File: src/design/b64lw_pkg.sv
// Shared types, constants and the alphabet lookup for the base64 line-wrap encoder.
package b64lw_pkg;

  localparam int QUEUE_DEPTH = 4;

  localparam int COUNT_W     = 10;
  localparam int CFG_INDEX_W = 4;
  localparam int CFG_DATA_W  = 10;

  localparam logic [COUNT_W-1:0] COUNT_MAX         = 10'd1023;
  localparam logic [COUNT_W-1:0] WRAP_LENGTH_RESET = 10'd76;

  localparam logic [7:0] PAD_CHAR = 8'h3D;
  localparam logic [7:0] NEWLINE  = 8'h0A;

  localparam logic [CFG_INDEX_W-1:0] REG_WRAP_ENABLE = 4'd0;
  localparam logic [CFG_INDEX_W-1:0] REG_WRAP_LENGTH = 4'd1;

  // Four encoded characters of one group, first character in slot 0.
  typedef struct packed {
    logic [3:0][7:0] chars;
    logic            last;
  } group_t;

  typedef struct packed {
    logic               wrap_enable;
    logic [COUNT_W-1:0] wrap_length;
  } wrap_cfg_t;

  typedef struct packed {
    logic [1:0]         char_pos;
    logic               nl_pend;
    logic [COUNT_W-1:0] line_count;
  } back_status_t;

  // Standard alphabet: A-Z, a-z, 0-9, '+', '/'.
  function automatic logic [7:0] enc_char(input logic [5:0] idx);
    logic [7:0] e;
    logic [7:0] c;
    e = {2'b00, idx};
    if (idx < 6'd26) begin
      c = 8'h41 + e;
    end else if (idx < 6'd52) begin
      c = 8'h61 + e - 8'd26;
    end else if (idx < 6'd62) begin
      c = 8'h30 + e - 8'd52;
    end else if (idx == 6'd62) begin
      c = 8'h2B;
    end else begin
      c = 8'h2F;
    end
    return c;
  endfunction

endpackage

File: src/design/b64lw_byte_if.sv
// Input byte channel: valid/ready with one raw byte and end-of-stream flag.
interface b64lw_byte_if;
  logic       valid;
  logic       ready;
  logic [7:0] data_byte;
  logic       last_byte;

  modport source (output valid, output data_byte, output last_byte, input ready);
  modport sink   (input valid, input data_byte, input last_byte, output ready);
endinterface

File: src/design/b64lw_char_if.sv
// Output character channel: valid/ready with one character and last-result flag.
interface b64lw_char_if;
  logic       valid;
  logic       ready;
  logic [7:0] out_char;
  logic       out_last;

  modport source (output valid, output out_char, output out_last, input ready);
  modport sink   (input valid, input out_char, input out_last, output ready);
endinterface

File: src/design/b64lw_cfg_if.sv
// Configuration write channel: valid/ready with register index and write data.
interface b64lw_cfg_if;
  logic                               valid;
  logic                               ready;
  logic [b64lw_pkg::CFG_INDEX_W-1:0]  index;
  logic [b64lw_pkg::CFG_DATA_W-1:0]   data;

  modport source (output valid, output index, output data, input ready);
  modport sink   (input valid, input index, input data, output ready);
endinterface

File: src/design/base64_encoder_line_wrap_core.sv
// Top level of the base64 encoder with line wrapping: config registers, front, queue, back.
//
//  channel | modport | payload               | role
//  --------+---------+-----------------------+---------------------------------------
//  bytes   | sink    | data_byte, last_byte  | raw bytes in, one per transfer
//  chars   | source  | out_char, out_last    | encoded characters, pads and newlines
//  cfg     | sink    | index, data           | register writes, always ready
//
// Flow: a byte is taken every cycle while the group queue has room. The back end sends one
// character per cycle from a registered output while chars is ready and a group is queued;
// each group is four characters plus newlines; the output port sets the sustained rate.
// Reset (rst, synchronous) empties the queue and clears group position, line count and
// configuration (wrap off, length 76). A stall on chars fills the queue and then drops
// bytes.ready for every byte until the back end pops a group and frees a slot.
module base64_encoder_line_wrap_core #(
  parameter int QUEUE_DEPTH = b64lw_pkg::QUEUE_DEPTH
) (
  input logic          clk,
  input logic          rst,
  b64lw_byte_if.sink   bytes,
  b64lw_char_if.source chars,
  b64lw_cfg_if.sink    cfg
);

  b64lw_pkg::wrap_cfg_t    wrap_cfg;
  b64lw_pkg::group_t       grp_in;
  b64lw_pkg::group_t       grp_out;
  b64lw_pkg::back_status_t back_status;
  logic                    push;
  logic                    pop;
  logic                    q_full;
  logic                    q_empty;

  // Config port never stalls; writes to unknown indexes are dropped.
  assign cfg.ready = 1'b1;

  always_ff @(posedge clk) begin
    if (rst) begin
      wrap_cfg.wrap_enable <= 1'b0;
      wrap_cfg.wrap_length <= b64lw_pkg::WRAP_LENGTH_RESET;
    end else if (cfg.valid && cfg.ready) begin
      case (cfg.index)
        b64lw_pkg::REG_WRAP_ENABLE: wrap_cfg.wrap_enable <= cfg.data[0];
        b64lw_pkg::REG_WRAP_LENGTH: wrap_cfg.wrap_length <= cfg.data;
        default: ;
      endcase
    end
  end

  // Front: grouping and alphabet lookup.
  b64lw_front u_front (
    .clk    (clk),
    .rst    (rst),
    .bytes  (bytes),
    .q_full (q_full),
    .push   (push),
    .grp    (grp_in)
  );

  // Queue decouples byte intake from character output.
  b64lw_fifo #(
    .DEPTH (QUEUE_DEPTH)
  ) u_fifo (
    .clk   (clk),
    .rst   (rst),
    .push  (push),
    .wr    (grp_in),
    .pop   (pop),
    .rd    (grp_out),
    .full  (q_full),
    .empty (q_empty)
  );

  // Back: character sequencing and newline insertion.
  b64lw_back u_back (
    .clk     (clk),
    .rst     (rst),
    .cfg     (wrap_cfg),
    .grp     (grp_out),
    .q_empty (q_empty),
    .pop     (pop),
    .chars   (chars),
    .status  (back_status)
  );

  // Queue occupancy is consistent.
  a_queue_flags: assert property (@(posedge clk) disable iff (rst) !(q_full && q_empty))
    else $error("queue reports full and empty together");

  // A pending newline always follows a cleared line count.
  a_nl_count: assert property (@(posedge clk) disable iff (rst)
    back_status.nl_pend |-> (back_status.line_count == '0))
    else $error("newline pending with non-zero line count");

  // With no group queued the back end sits at the start of a group.
  a_idle_pos: assert property (@(posedge clk) disable iff (rst)
    q_empty |-> (back_status.char_pos == 2'd0 && !back_status.nl_pend))
    else $error("back end mid-group with empty queue");

  // Popping a group only happens while one is queued.
  a_pop_nonempty: assert property (@(posedge clk) disable iff (rst) pop |-> !q_empty)
    else $error("group popped from empty queue");

endmodule

File: src/design/b64lw_front.sv
// Front end: collects bytes into groups of three and encodes each group to four characters.
module b64lw_front (
  input  logic              clk,
  input  logic              rst,
  b64lw_byte_if.sink        bytes,
  input  logic              q_full,
  output logic              push,
  output b64lw_pkg::group_t grp
);

  logic [1:0] held;
  logic [7:0] pend0;
  logic [7:0] pend1;
  logic       take;
  logic       finish;
  logic [7:0] b0;
  logic [7:0] b1;
  logic [7:0] b2;

  assign bytes.ready = !q_full;
  assign take        = bytes.valid && bytes.ready;
  assign finish      = (held == 2'd2) || bytes.last_byte;
  assign push        = take && finish;

  // Missing bytes of a short group read as zero.
  always_comb begin
    b0 = (held == 2'd0) ? bytes.data_byte : pend0;
    b1 = (held == 2'd0) ? 8'd0 : ((held == 2'd1) ? bytes.data_byte : pend1);
    b2 = (held == 2'd2) ? bytes.data_byte : 8'd0;
    grp.chars[0] = b64lw_pkg::enc_char(b0[7:2]);
    grp.chars[1] = b64lw_pkg::enc_char({b0[1:0], b1[7:4]});
    grp.chars[2] = (held != 2'd0) ? b64lw_pkg::enc_char({b1[3:0], b2[7:6]})
                                  : b64lw_pkg::PAD_CHAR;
    grp.chars[3] = (held == 2'd2) ? b64lw_pkg::enc_char(b2[5:0]) : b64lw_pkg::PAD_CHAR;
    grp.last     = bytes.last_byte;
  end

  always_ff @(posedge clk) begin
    if (rst) begin
      held <= 2'd0;
    end else if (take) begin
      held <= finish ? 2'd0 : held + 2'd1;
    end
  end

  always_ff @(posedge clk) begin
    if (take && !finish) begin
      if (held == 2'd0) begin
        pend0 <= bytes.data_byte;
      end else begin
        pend1 <= bytes.data_byte;
      end
    end
  end

endmodule

File: src/design/b64lw_fifo.sv
// Short group queue between front and back ends.
module b64lw_fifo #(
  parameter int DEPTH = b64lw_pkg::QUEUE_DEPTH
) (
  input  logic              clk,
  input  logic              rst,
  input  logic              push,
  input  b64lw_pkg::group_t wr,
  input  logic              pop,
  output b64lw_pkg::group_t rd,
  output logic              full,
  output logic              empty
);

  localparam int PTR_W = (DEPTH > 1) ? $clog2(DEPTH) : 1;
  localparam int CNT_W = $clog2(DEPTH + 1);

  b64lw_pkg::group_t mem [DEPTH];
  logic [PTR_W-1:0]  wr_ptr;
  logic [PTR_W-1:0]  rd_ptr;
  logic [CNT_W-1:0]  count;

  assign full  = (count == CNT_W'(DEPTH));
  assign empty = (count == '0);
  assign rd    = mem[rd_ptr];

  always_ff @(posedge clk) begin
    if (push) begin
      mem[wr_ptr] <= wr;
    end
  end

  always_ff @(posedge clk) begin
    if (rst) begin
      wr_ptr <= '0;
      rd_ptr <= '0;
      count  <= '0;
    end else begin
      if (push) begin
        wr_ptr <= (wr_ptr == PTR_W'(DEPTH - 1)) ? '0 : wr_ptr + 1'b1;
      end
      if (pop) begin
        rd_ptr <= (rd_ptr == PTR_W'(DEPTH - 1)) ? '0 : rd_ptr + 1'b1;
      end
      case ({push, pop})
        2'b10:   count <= count + 1'b1;
        2'b01:   count <= count - 1'b1;
        default: count <= count;
      endcase
    end
  end

endmodule

File: src/design/b64lw_back.sv
// Back end: one char per cycle unless stalled; inserts newlines and keeps the line count.
module b64lw_back (
  input  logic                    clk,
  input  logic                    rst,
  input  b64lw_pkg::wrap_cfg_t    cfg,
  input  b64lw_pkg::group_t       grp,
  input  logic                    q_empty,
  output logic                    pop,
  b64lw_char_if.source            chars,
  output b64lw_pkg::back_status_t status
);

  logic [1:0]                    pos;
  logic                          nl_pend;
  logic [b64lw_pkg::COUNT_W-1:0] line_count;
  logic                          out_valid;
  logic [7:0]                    out_char;
  logic                          out_last;

  logic                          out_free;
  logic                          emit;
  logic [b64lw_pkg::COUNT_W-1:0] cnt;
  logic                          final_char;
  logic                          nl_hit;

  assign out_free = !out_valid || chars.ready;
  assign emit     = out_free && !q_empty;

  always_comb begin
    if (!cfg.wrap_enable || line_count == b64lw_pkg::COUNT_MAX) begin
      cnt = line_count;
    end else begin
      cnt = line_count + 1'b1;
    end
    final_char = (pos == 2'd3) && grp.last;
    nl_hit     = cfg.wrap_enable && (cnt == cfg.wrap_length) && !final_char;
  end

  // Group leaves the queue with its fourth character, or with the newline after it.
  assign pop = emit && (pos == 2'd3) && (nl_pend || !nl_hit);

  always_ff @(posedge clk) begin
    if (rst) begin
      pos        <= 2'd0;
      nl_pend    <= 1'b0;
      line_count <= '0;
      out_valid  <= 1'b0;
    end else if (emit) begin
      out_valid <= 1'b1;
      if (nl_pend) begin
        nl_pend <= 1'b0;
        pos     <= pos + 2'd1;
      end else if (nl_hit) begin
        nl_pend    <= 1'b1;
        line_count <= '0;
      end else begin
        pos        <= pos + 2'd1;
        line_count <= final_char ? '0 : cnt;
      end
    end else if (chars.ready) begin
      out_valid <= 1'b0;
    end
  end

  always_ff @(posedge clk) begin
    if (emit) begin
      if (nl_pend) begin
        out_char <= b64lw_pkg::NEWLINE;
        out_last <= (pos == 2'd3);
      end else begin
        out_char <= grp.chars[pos];
        out_last <= (pos == 2'd3) && !nl_hit;
      end
    end
  end

  assign chars.valid    = out_valid;
  assign chars.out_char = out_char;
  assign chars.out_last = out_last;

  assign status.char_pos   = pos;
  assign status.nl_pend    = nl_pend;
  assign status.line_count = line_count;

endmodule
File: src/flat_wrapper.sv
// flat-port wrapper written by rule: the top's interface ports become plain ports
module base64_encoder_line_wrap_core_flat 
#(
  parameter int QUEUE_DEPTH = b64lw_pkg::QUEUE_DEPTH
)
  (clk, rst, bytes_valid, bytes_data_byte, bytes_last_byte, bytes_ready, chars_valid, chars_out_char, chars_out_last, chars_ready, cfg_valid, cfg_index, cfg_data, cfg_ready);
  b64lw_byte_if bytes_i ();
  b64lw_char_if chars_i ();
  b64lw_cfg_if cfg_i ();
  input logic clk;
  input logic rst;
  input wire logic [$bits(bytes_i.valid)-1:0] bytes_valid;
  input wire logic [$bits(bytes_i.data_byte)-1:0] bytes_data_byte;
  input wire logic [$bits(bytes_i.last_byte)-1:0] bytes_last_byte;
  output wire logic [$bits(bytes_i.ready)-1:0] bytes_ready;
  output wire logic [$bits(chars_i.valid)-1:0] chars_valid;
  output wire logic [$bits(chars_i.out_char)-1:0] chars_out_char;
  output wire logic [$bits(chars_i.out_last)-1:0] chars_out_last;
  input wire logic [$bits(chars_i.ready)-1:0] chars_ready;
  input wire logic [$bits(cfg_i.valid)-1:0] cfg_valid;
  input wire logic [$bits(cfg_i.index)-1:0] cfg_index;
  input wire logic [$bits(cfg_i.data)-1:0] cfg_data;
  output wire logic [$bits(cfg_i.ready)-1:0] cfg_ready;
  assign bytes_i.valid = bytes_valid;
  assign bytes_i.data_byte = bytes_data_byte;
  assign bytes_i.last_byte = bytes_last_byte;
  assign bytes_ready = bytes_i.ready;
  assign chars_valid = chars_i.valid;
  assign chars_out_char = chars_i.out_char;
  assign chars_out_last = chars_i.out_last;
  assign chars_i.ready = chars_ready;
  assign cfg_i.valid = cfg_valid;
  assign cfg_i.index = cfg_index;
  assign cfg_i.data = cfg_data;
  assign cfg_ready = cfg_i.ready;
  base64_encoder_line_wrap_core #(.QUEUE_DEPTH(QUEUE_DEPTH)) u_core (.clk(clk), .rst(rst), .bytes(bytes_i), .chars(chars_i), .cfg(cfg_i));
endmodule
File: config.mk
export PLATFORM = sky130hd
export DESIGN_NAME = base64_encoder_line_wrap_core_flat
export DESIGN_NICKNAME = d
export VERILOG_FILES = /design/src/design/b64lw_pkg.sv /design/src/design/b64lw_byte_if.sv /design/src/design/b64lw_char_if.sv /design/src/design/b64lw_cfg_if.sv /design/src/design/base64_encoder_line_wrap_core.sv /design/src/design/b64lw_front.sv /design/src/design/b64lw_fifo.sv /design/src/design/b64lw_back.sv /design/src/flat_wrapper.sv
export SDC_FILE = /design/constraint.sdc
export NUM_CORES = 1
export LEC_CHECK = 0
export ABC_CLOCK_PERIOD_IN_PS = 6200
export BUFFER_PORTS_ARGS = -buffer_cell sky130_fd_sc_hd__buf_2
export CAP_MARGIN = 10
export CORE_ASPECT_RATIO = 1.75
export CORE_MARGIN = 2
export CORE_UTILIZATION = 40
export CTS_BUF_LIST = sky130_fd_sc_hd__clkbuf_4 sky130_fd_sc_hd__clkbuf_8
export DETAILED_ROUTE_END_ITERATION = 6
export GPL_TIMING_DRIVEN = 0
export PLACE_DENSITY_LB_ADDON = 0.08
export SETUP_SLACK_MARGIN = 0.05
export SYNTH_ARGS = -nofsm -noshare
export SYNTH_HDL_FRONTEND = slang
export SYNTH_HIERARCHICAL = 1
export SYNTH_SLANG_ARGS = --single-unit
export TNS_END_PERCENT = 30
File: constraint.sdc
create_clock -name clk -period 6.2 [get_ports clk]
set_input_delay 1.24 -clock clk [delete_from_list [all_inputs] [get_ports clk]]
set_output_delay 1.24 -clock clk [all_outputs]
set_load 0.02 [all_outputs]
-- After elaboration in Yosys (flattened, before gate mapping)
Memories as Yosys holds them, arrays and structs flattened. A register that Yosys moved wholly into a read port is not among the register bits.
Index checks and enable logic that the tools add are counted.
- bits in registers: 59
- memories kept: 1
- logic and storage cells: 147
- bits in writable memories: 132
- output and inout port bits: 12
- memory list (name ; depth ; width ; rd ports ; clocked after Yosys merged registers in ; write ports ; line ; source):
    u_core.u_fifo.mem ; 4 ; 33 ; 1 ; 1 ; 1 ; b64lw_fifo.sv:18 ; b64lw_pkg::group_t mem [DEPTH];
- reduce and logical (&&, ||, !) cells: 32
- add/subtract/negate cells: 27
- multiplexer cells: 42
- bitwise operators: 2
- eq/ne operators: 16
- $lt $le $gt $ge: 13
- operator list (kind ; number):
    2-to-1 mux 8 bit ; 19
    adder 7 x 6 -> 8 bit (first input constant) ; 8
    less-than comparator 6 bit (second input constant) ; 8
    subtractor 7 x 6 -> 8 bit (second input constant) ; 4
    subtractor 8 x 5 -> 8 bit (second input constant) ; 4
    2-to-1 mux 10 bit ; 3
    adder 6 x 6 -> 7 bit (first input constant) ; 4
    == test 6 bit (second input constant) ; 4
    less-than comparator 6 x 5 -> 1 bit (second input constant) ; 4
    binary-select mux 8 bit (select 2 bit) ; 1
    2-to-1 mux 2 bit ; 7
    2-to-1 mux 3 bit ; 4
    adder 10 x 1 -> 10 bit (second input constant) ; 1
    == test 10 bit ; 1
    == test 10 bit (second input constant) ; 1
    == test 2 bit (second input constant) ; 5
    logical AND 1 bit ; 10
    AND reduction 2 bit ; 5
    adder 2 x 1 -> 2 bit (second input constant) ; 4
    logical NOT 1 bit ; 7
    2-to-1 mux 1 bit ; 7
    case mux 3 bit (2 select lines) ; 1
    nonzero test 2 bit ; 3
    == test 2 x 1 -> 1 bit (second input constant) ; 2
    11 further kinds ; 15

-- Logic depth before layout (Yosys ltp)
- depth in word-level cells: 11
- gate-level depth with buffers: 16
- depth with buffers taken out: 14

-- Modules after synthesis
The synthesis kept the hierarchy.
- modules (own cells, without submodules) (module ; cells an instance ; instances ; area each (µm²)):
    b64lw_fifo ; 221 ; 1 ; 5256.3
    b64lw_front ; 320 ; 1 ; 2523.7
    b64lw_back ; 207 ; 1 ; 2068.2
    base64_encoder_line_wrap_core ; 51 ; 1 ; 498.0

-- Worst setup path after synthesis
OpenSTA, ideal clock, no wires.
- kind: reg-to-reg
- start: reg with a tool-made name
- end: reg u_core.u_fifo.count[2]
- required time: 6.130 ns
- slack: 2.772 ns
- period minus slack after synthesis: 3.428 ns
- stages on the path, launching flop included: 17
- library setup time: 0.070 ns
- arrival time: 3.358 ns
- path buffers: 3
- cell sequence: dfxtp_1 buf_6 buf_12 mux4_2 nand2_1 nand4_1 nor4_4 nand4_2 buf_6 o21a_4 and2_4 ha_1 inv_1 fa_1 xor2_1 or3_1 a21oi_1
- RTL lines (what ; line ; source):
    end signal: assignment ; b64lw_fifo.sv:46 ; 2'b10: count <= count + 1'b1;
    end signal: assignment ; b64lw_fifo.sv:47 ; 2'b01: count <= count - 1'b1;
    end signal: assignment ; b64lw_fifo.sv:48 ; default: count <= count;
    end: declaration ; b64lw_fifo.sv:21 ; logic [CNT_W-1:0] count;

==> flow_summary.ini <==
[setup_path]
end_kind = flip-flop
start_kind = flip-flop
rrSetupSlack_ns = 2.05
crit_fanout = 10
cp_slowest_cell = mux4_2
crit_arrival_ns = 4.59
cp.required_ns = 6.63
crit_chain = clkbuf_1, buf_2, mux4_2, nand2_1, nand4_1, nor4_4, nand4_2, buf_6, o21a_4, and2_4, ha_1, inv_1, fa_1, xor2_1, or3_1, a21oi_1
timing_worst_setup_path_type = reg2reg
slowest_delay_ns = 0.44

[clock_tree]
ctsLongestPathBuffers = 2
post_cts.repair.setup_buffers = 0
clkSinkCount = 193
holdBufCountCts = 0
h-tree-depth = 4
cts_resized = 0
root_buffer = clkbuf_8
clk_latency_ns = 0.49
cts_tree = done
cts.clk_slew.worst_paths_ns = 0.11
cts_buffers = 17

[floorplanning]
io_pins = 40
floorplan.initialDensity_pct = 40.8
die_h_um = 217
die_w_um = 126
dieArea_um2 = 27200
rows = 77
core_um2 = 25300

[global_route]
grt_pass1_vias = 7171
track_usage_pct = 20.1
grt_max_degree = 31
overflow = 0
antenna_found_initial = 0
grt_pass1_wl_mm = 41.0

[synthesis]
netlist_area_um2 = 10300
syn_avg_cell_area_um2 = 13.0
syn-instance-count = 798
syn_nets = 858
ys_warn_count = 6

[sta]
fmax_mhz = 241
final.min_clock_period_ns = 4.15
setup_viol = 0
final.setup_skew_ns = 0.0177
fin_tns_setup_ns = 0
max_slew_margin_pct = 42.5
final_max_slew_viol_count = 0
post-route-period-util_pct = 67.0
tightest_slew_ns = 0.862
hold_viol = 0
rsz0062_at_grt = no

[power_and_ir_drop]
peakVddDrop_v = 0.000114
power_density_nw_per_um2 = 227
p_leak_nw = 3.93
finalPower_mw = 2.59

[status]
outcome = finished clean

[placed_design]
dp_hpwl_mm = 20.2
numPortBuffers = 38
place.gp.congestion = 0.905

[flow_run]
drv_cap = 0

[detailed_routing]
dr_wl_met3_um = 872
vias = 6764
drt-met1-wl_mm = 9.10
dr.first_iter.drc_count = 425
drtPass1Iterations = 5
wl_per_cell_um = 22.3
viasPerCell = 5.69
ant_nets = 0
topRoutingLayerUsed = met4
wl_met2_mm = 15.6
drc = 0
wl_mm = 26.6

[finish]
syn_to_final_growth_pct = 10.4
fin_nets = 919
drive_above_1_share_pct = 23.2
fillers = 2323
num_antenna_cells = 0

[worst_hold_path]
hold_class = reg2reg
hold_start = u_core/u_back/chars.valid
[metrics by stage]
stage / worst slack (ns) / cells / hold WS, ns / utilization, % / instance area, µm²
floorplan: 2.77 / 798 / 0.460 / - / 10300
global placement: 2.08 / 1152 / 0.476 / 43.1 / 10900
detailed placement: 2.06 / 1156 / 0.500 / 43.4 / 11000
CTS: 2.00 / 1188 / 0.516 / 45.0 / 11400
global route: 1.76 / 1188 / 0.560 / 45.0 / 11400
finish: 2.05 / 1188 / 0.514 / 45.0 / 11400
[cells in the final DEF, fill, tap and decap left out, types with 9 or more instances in the layout]
cell and n:
nand2_1 61, edfxtp_1 157, and2_1 9, clkbuf_1 9, inv_1 38, o21ai_0 22, nand3_1 18, mux4_2 38
dfxtp_1 36, nor3_1 17, nor2_1 44, buf_2 47, clkbuf_8 18, nand2b_1 20, ha_1 31, xnor2_1 12
buf_6 15, a21oi_1 37, a31oi_1 16, mux2i_1 27
[power breakdown]
group	leakage (nW)	switching, mW	total (mW)	internal [mW]
combinational	1.99	0.179	0.289	0.110
sequential	1.73	0.0133	1.46	1.45
clock	0.209	0.463	0.838	0.375
total	3.93	0.655	2.59	1.93
[state kept, by name, indices dropped and copies added, names as in the netlist, named ones only]
register / count
u_core/u_back/chars.out_char: 8
u_core/u_back/chars.out_last: 1
u_core/u_back/chars.valid: 1
u_core/u_back/line_count: 10
u_core/u_back/nl_pend: 1
u_core/u_back/pos: 2
u_core/u_fifo/count: 3
u_core/u_fifo/mem: 132
u_core/u_fifo/rd_ptr: 2
u_core/u_fifo/wr_ptr: 2
u_core/u_front/held: 2
u_core/u_front/pend0: 8
u_core/u_front/pend1: 8
u_core/wrap_cfg: 11
[layout make-up]
class | instances | area, µm² | area share (%)
flip-flops and latches | 193 | 5440 | 47.6
multi-input cells | 518 | 4370 | 38.3
well taps | 316 | 395 | 3.46
plain buffers | 47 | 388 | 3.40
repair buffers | 42 | 270 | 2.37
clock buffers | 18 | 248 | 2.17
clock inverters | 14 | 158 | 1.38
inverters | 40 | 151 | 1.33
[critical path: cells and delay by family, from the launching register on]
kind	cells	cell delay, ns
AND/OR/NAND/NOR	6	1.58
multiplexers	1	0.44
XOR/XNOR	1	0.08
buffers and inverters	4	0.93
AO/OA/AOI/OAI	2	0.35
flip-flops	1	0.33
adder cells (fa/ha/maj)	2	0.37
[worst paths after layout]
kind	depth (start not counted)	end
min	2	u_core/u_back/chars.valid
max	16	u_core/u_fifo/count[2]
max reg2reg	16	u_core/u_fifo/count[2]
min reg2reg	2	u_core/u_back/chars.valid
[layer usage]
layer	track usage (%)	up-vias
met5	0	-
met2	41.2	180
met3	3.51	63
met1	18.7	3375
met4	8.70	0
li1	-	3146
(Power assumes the default switching activity.)
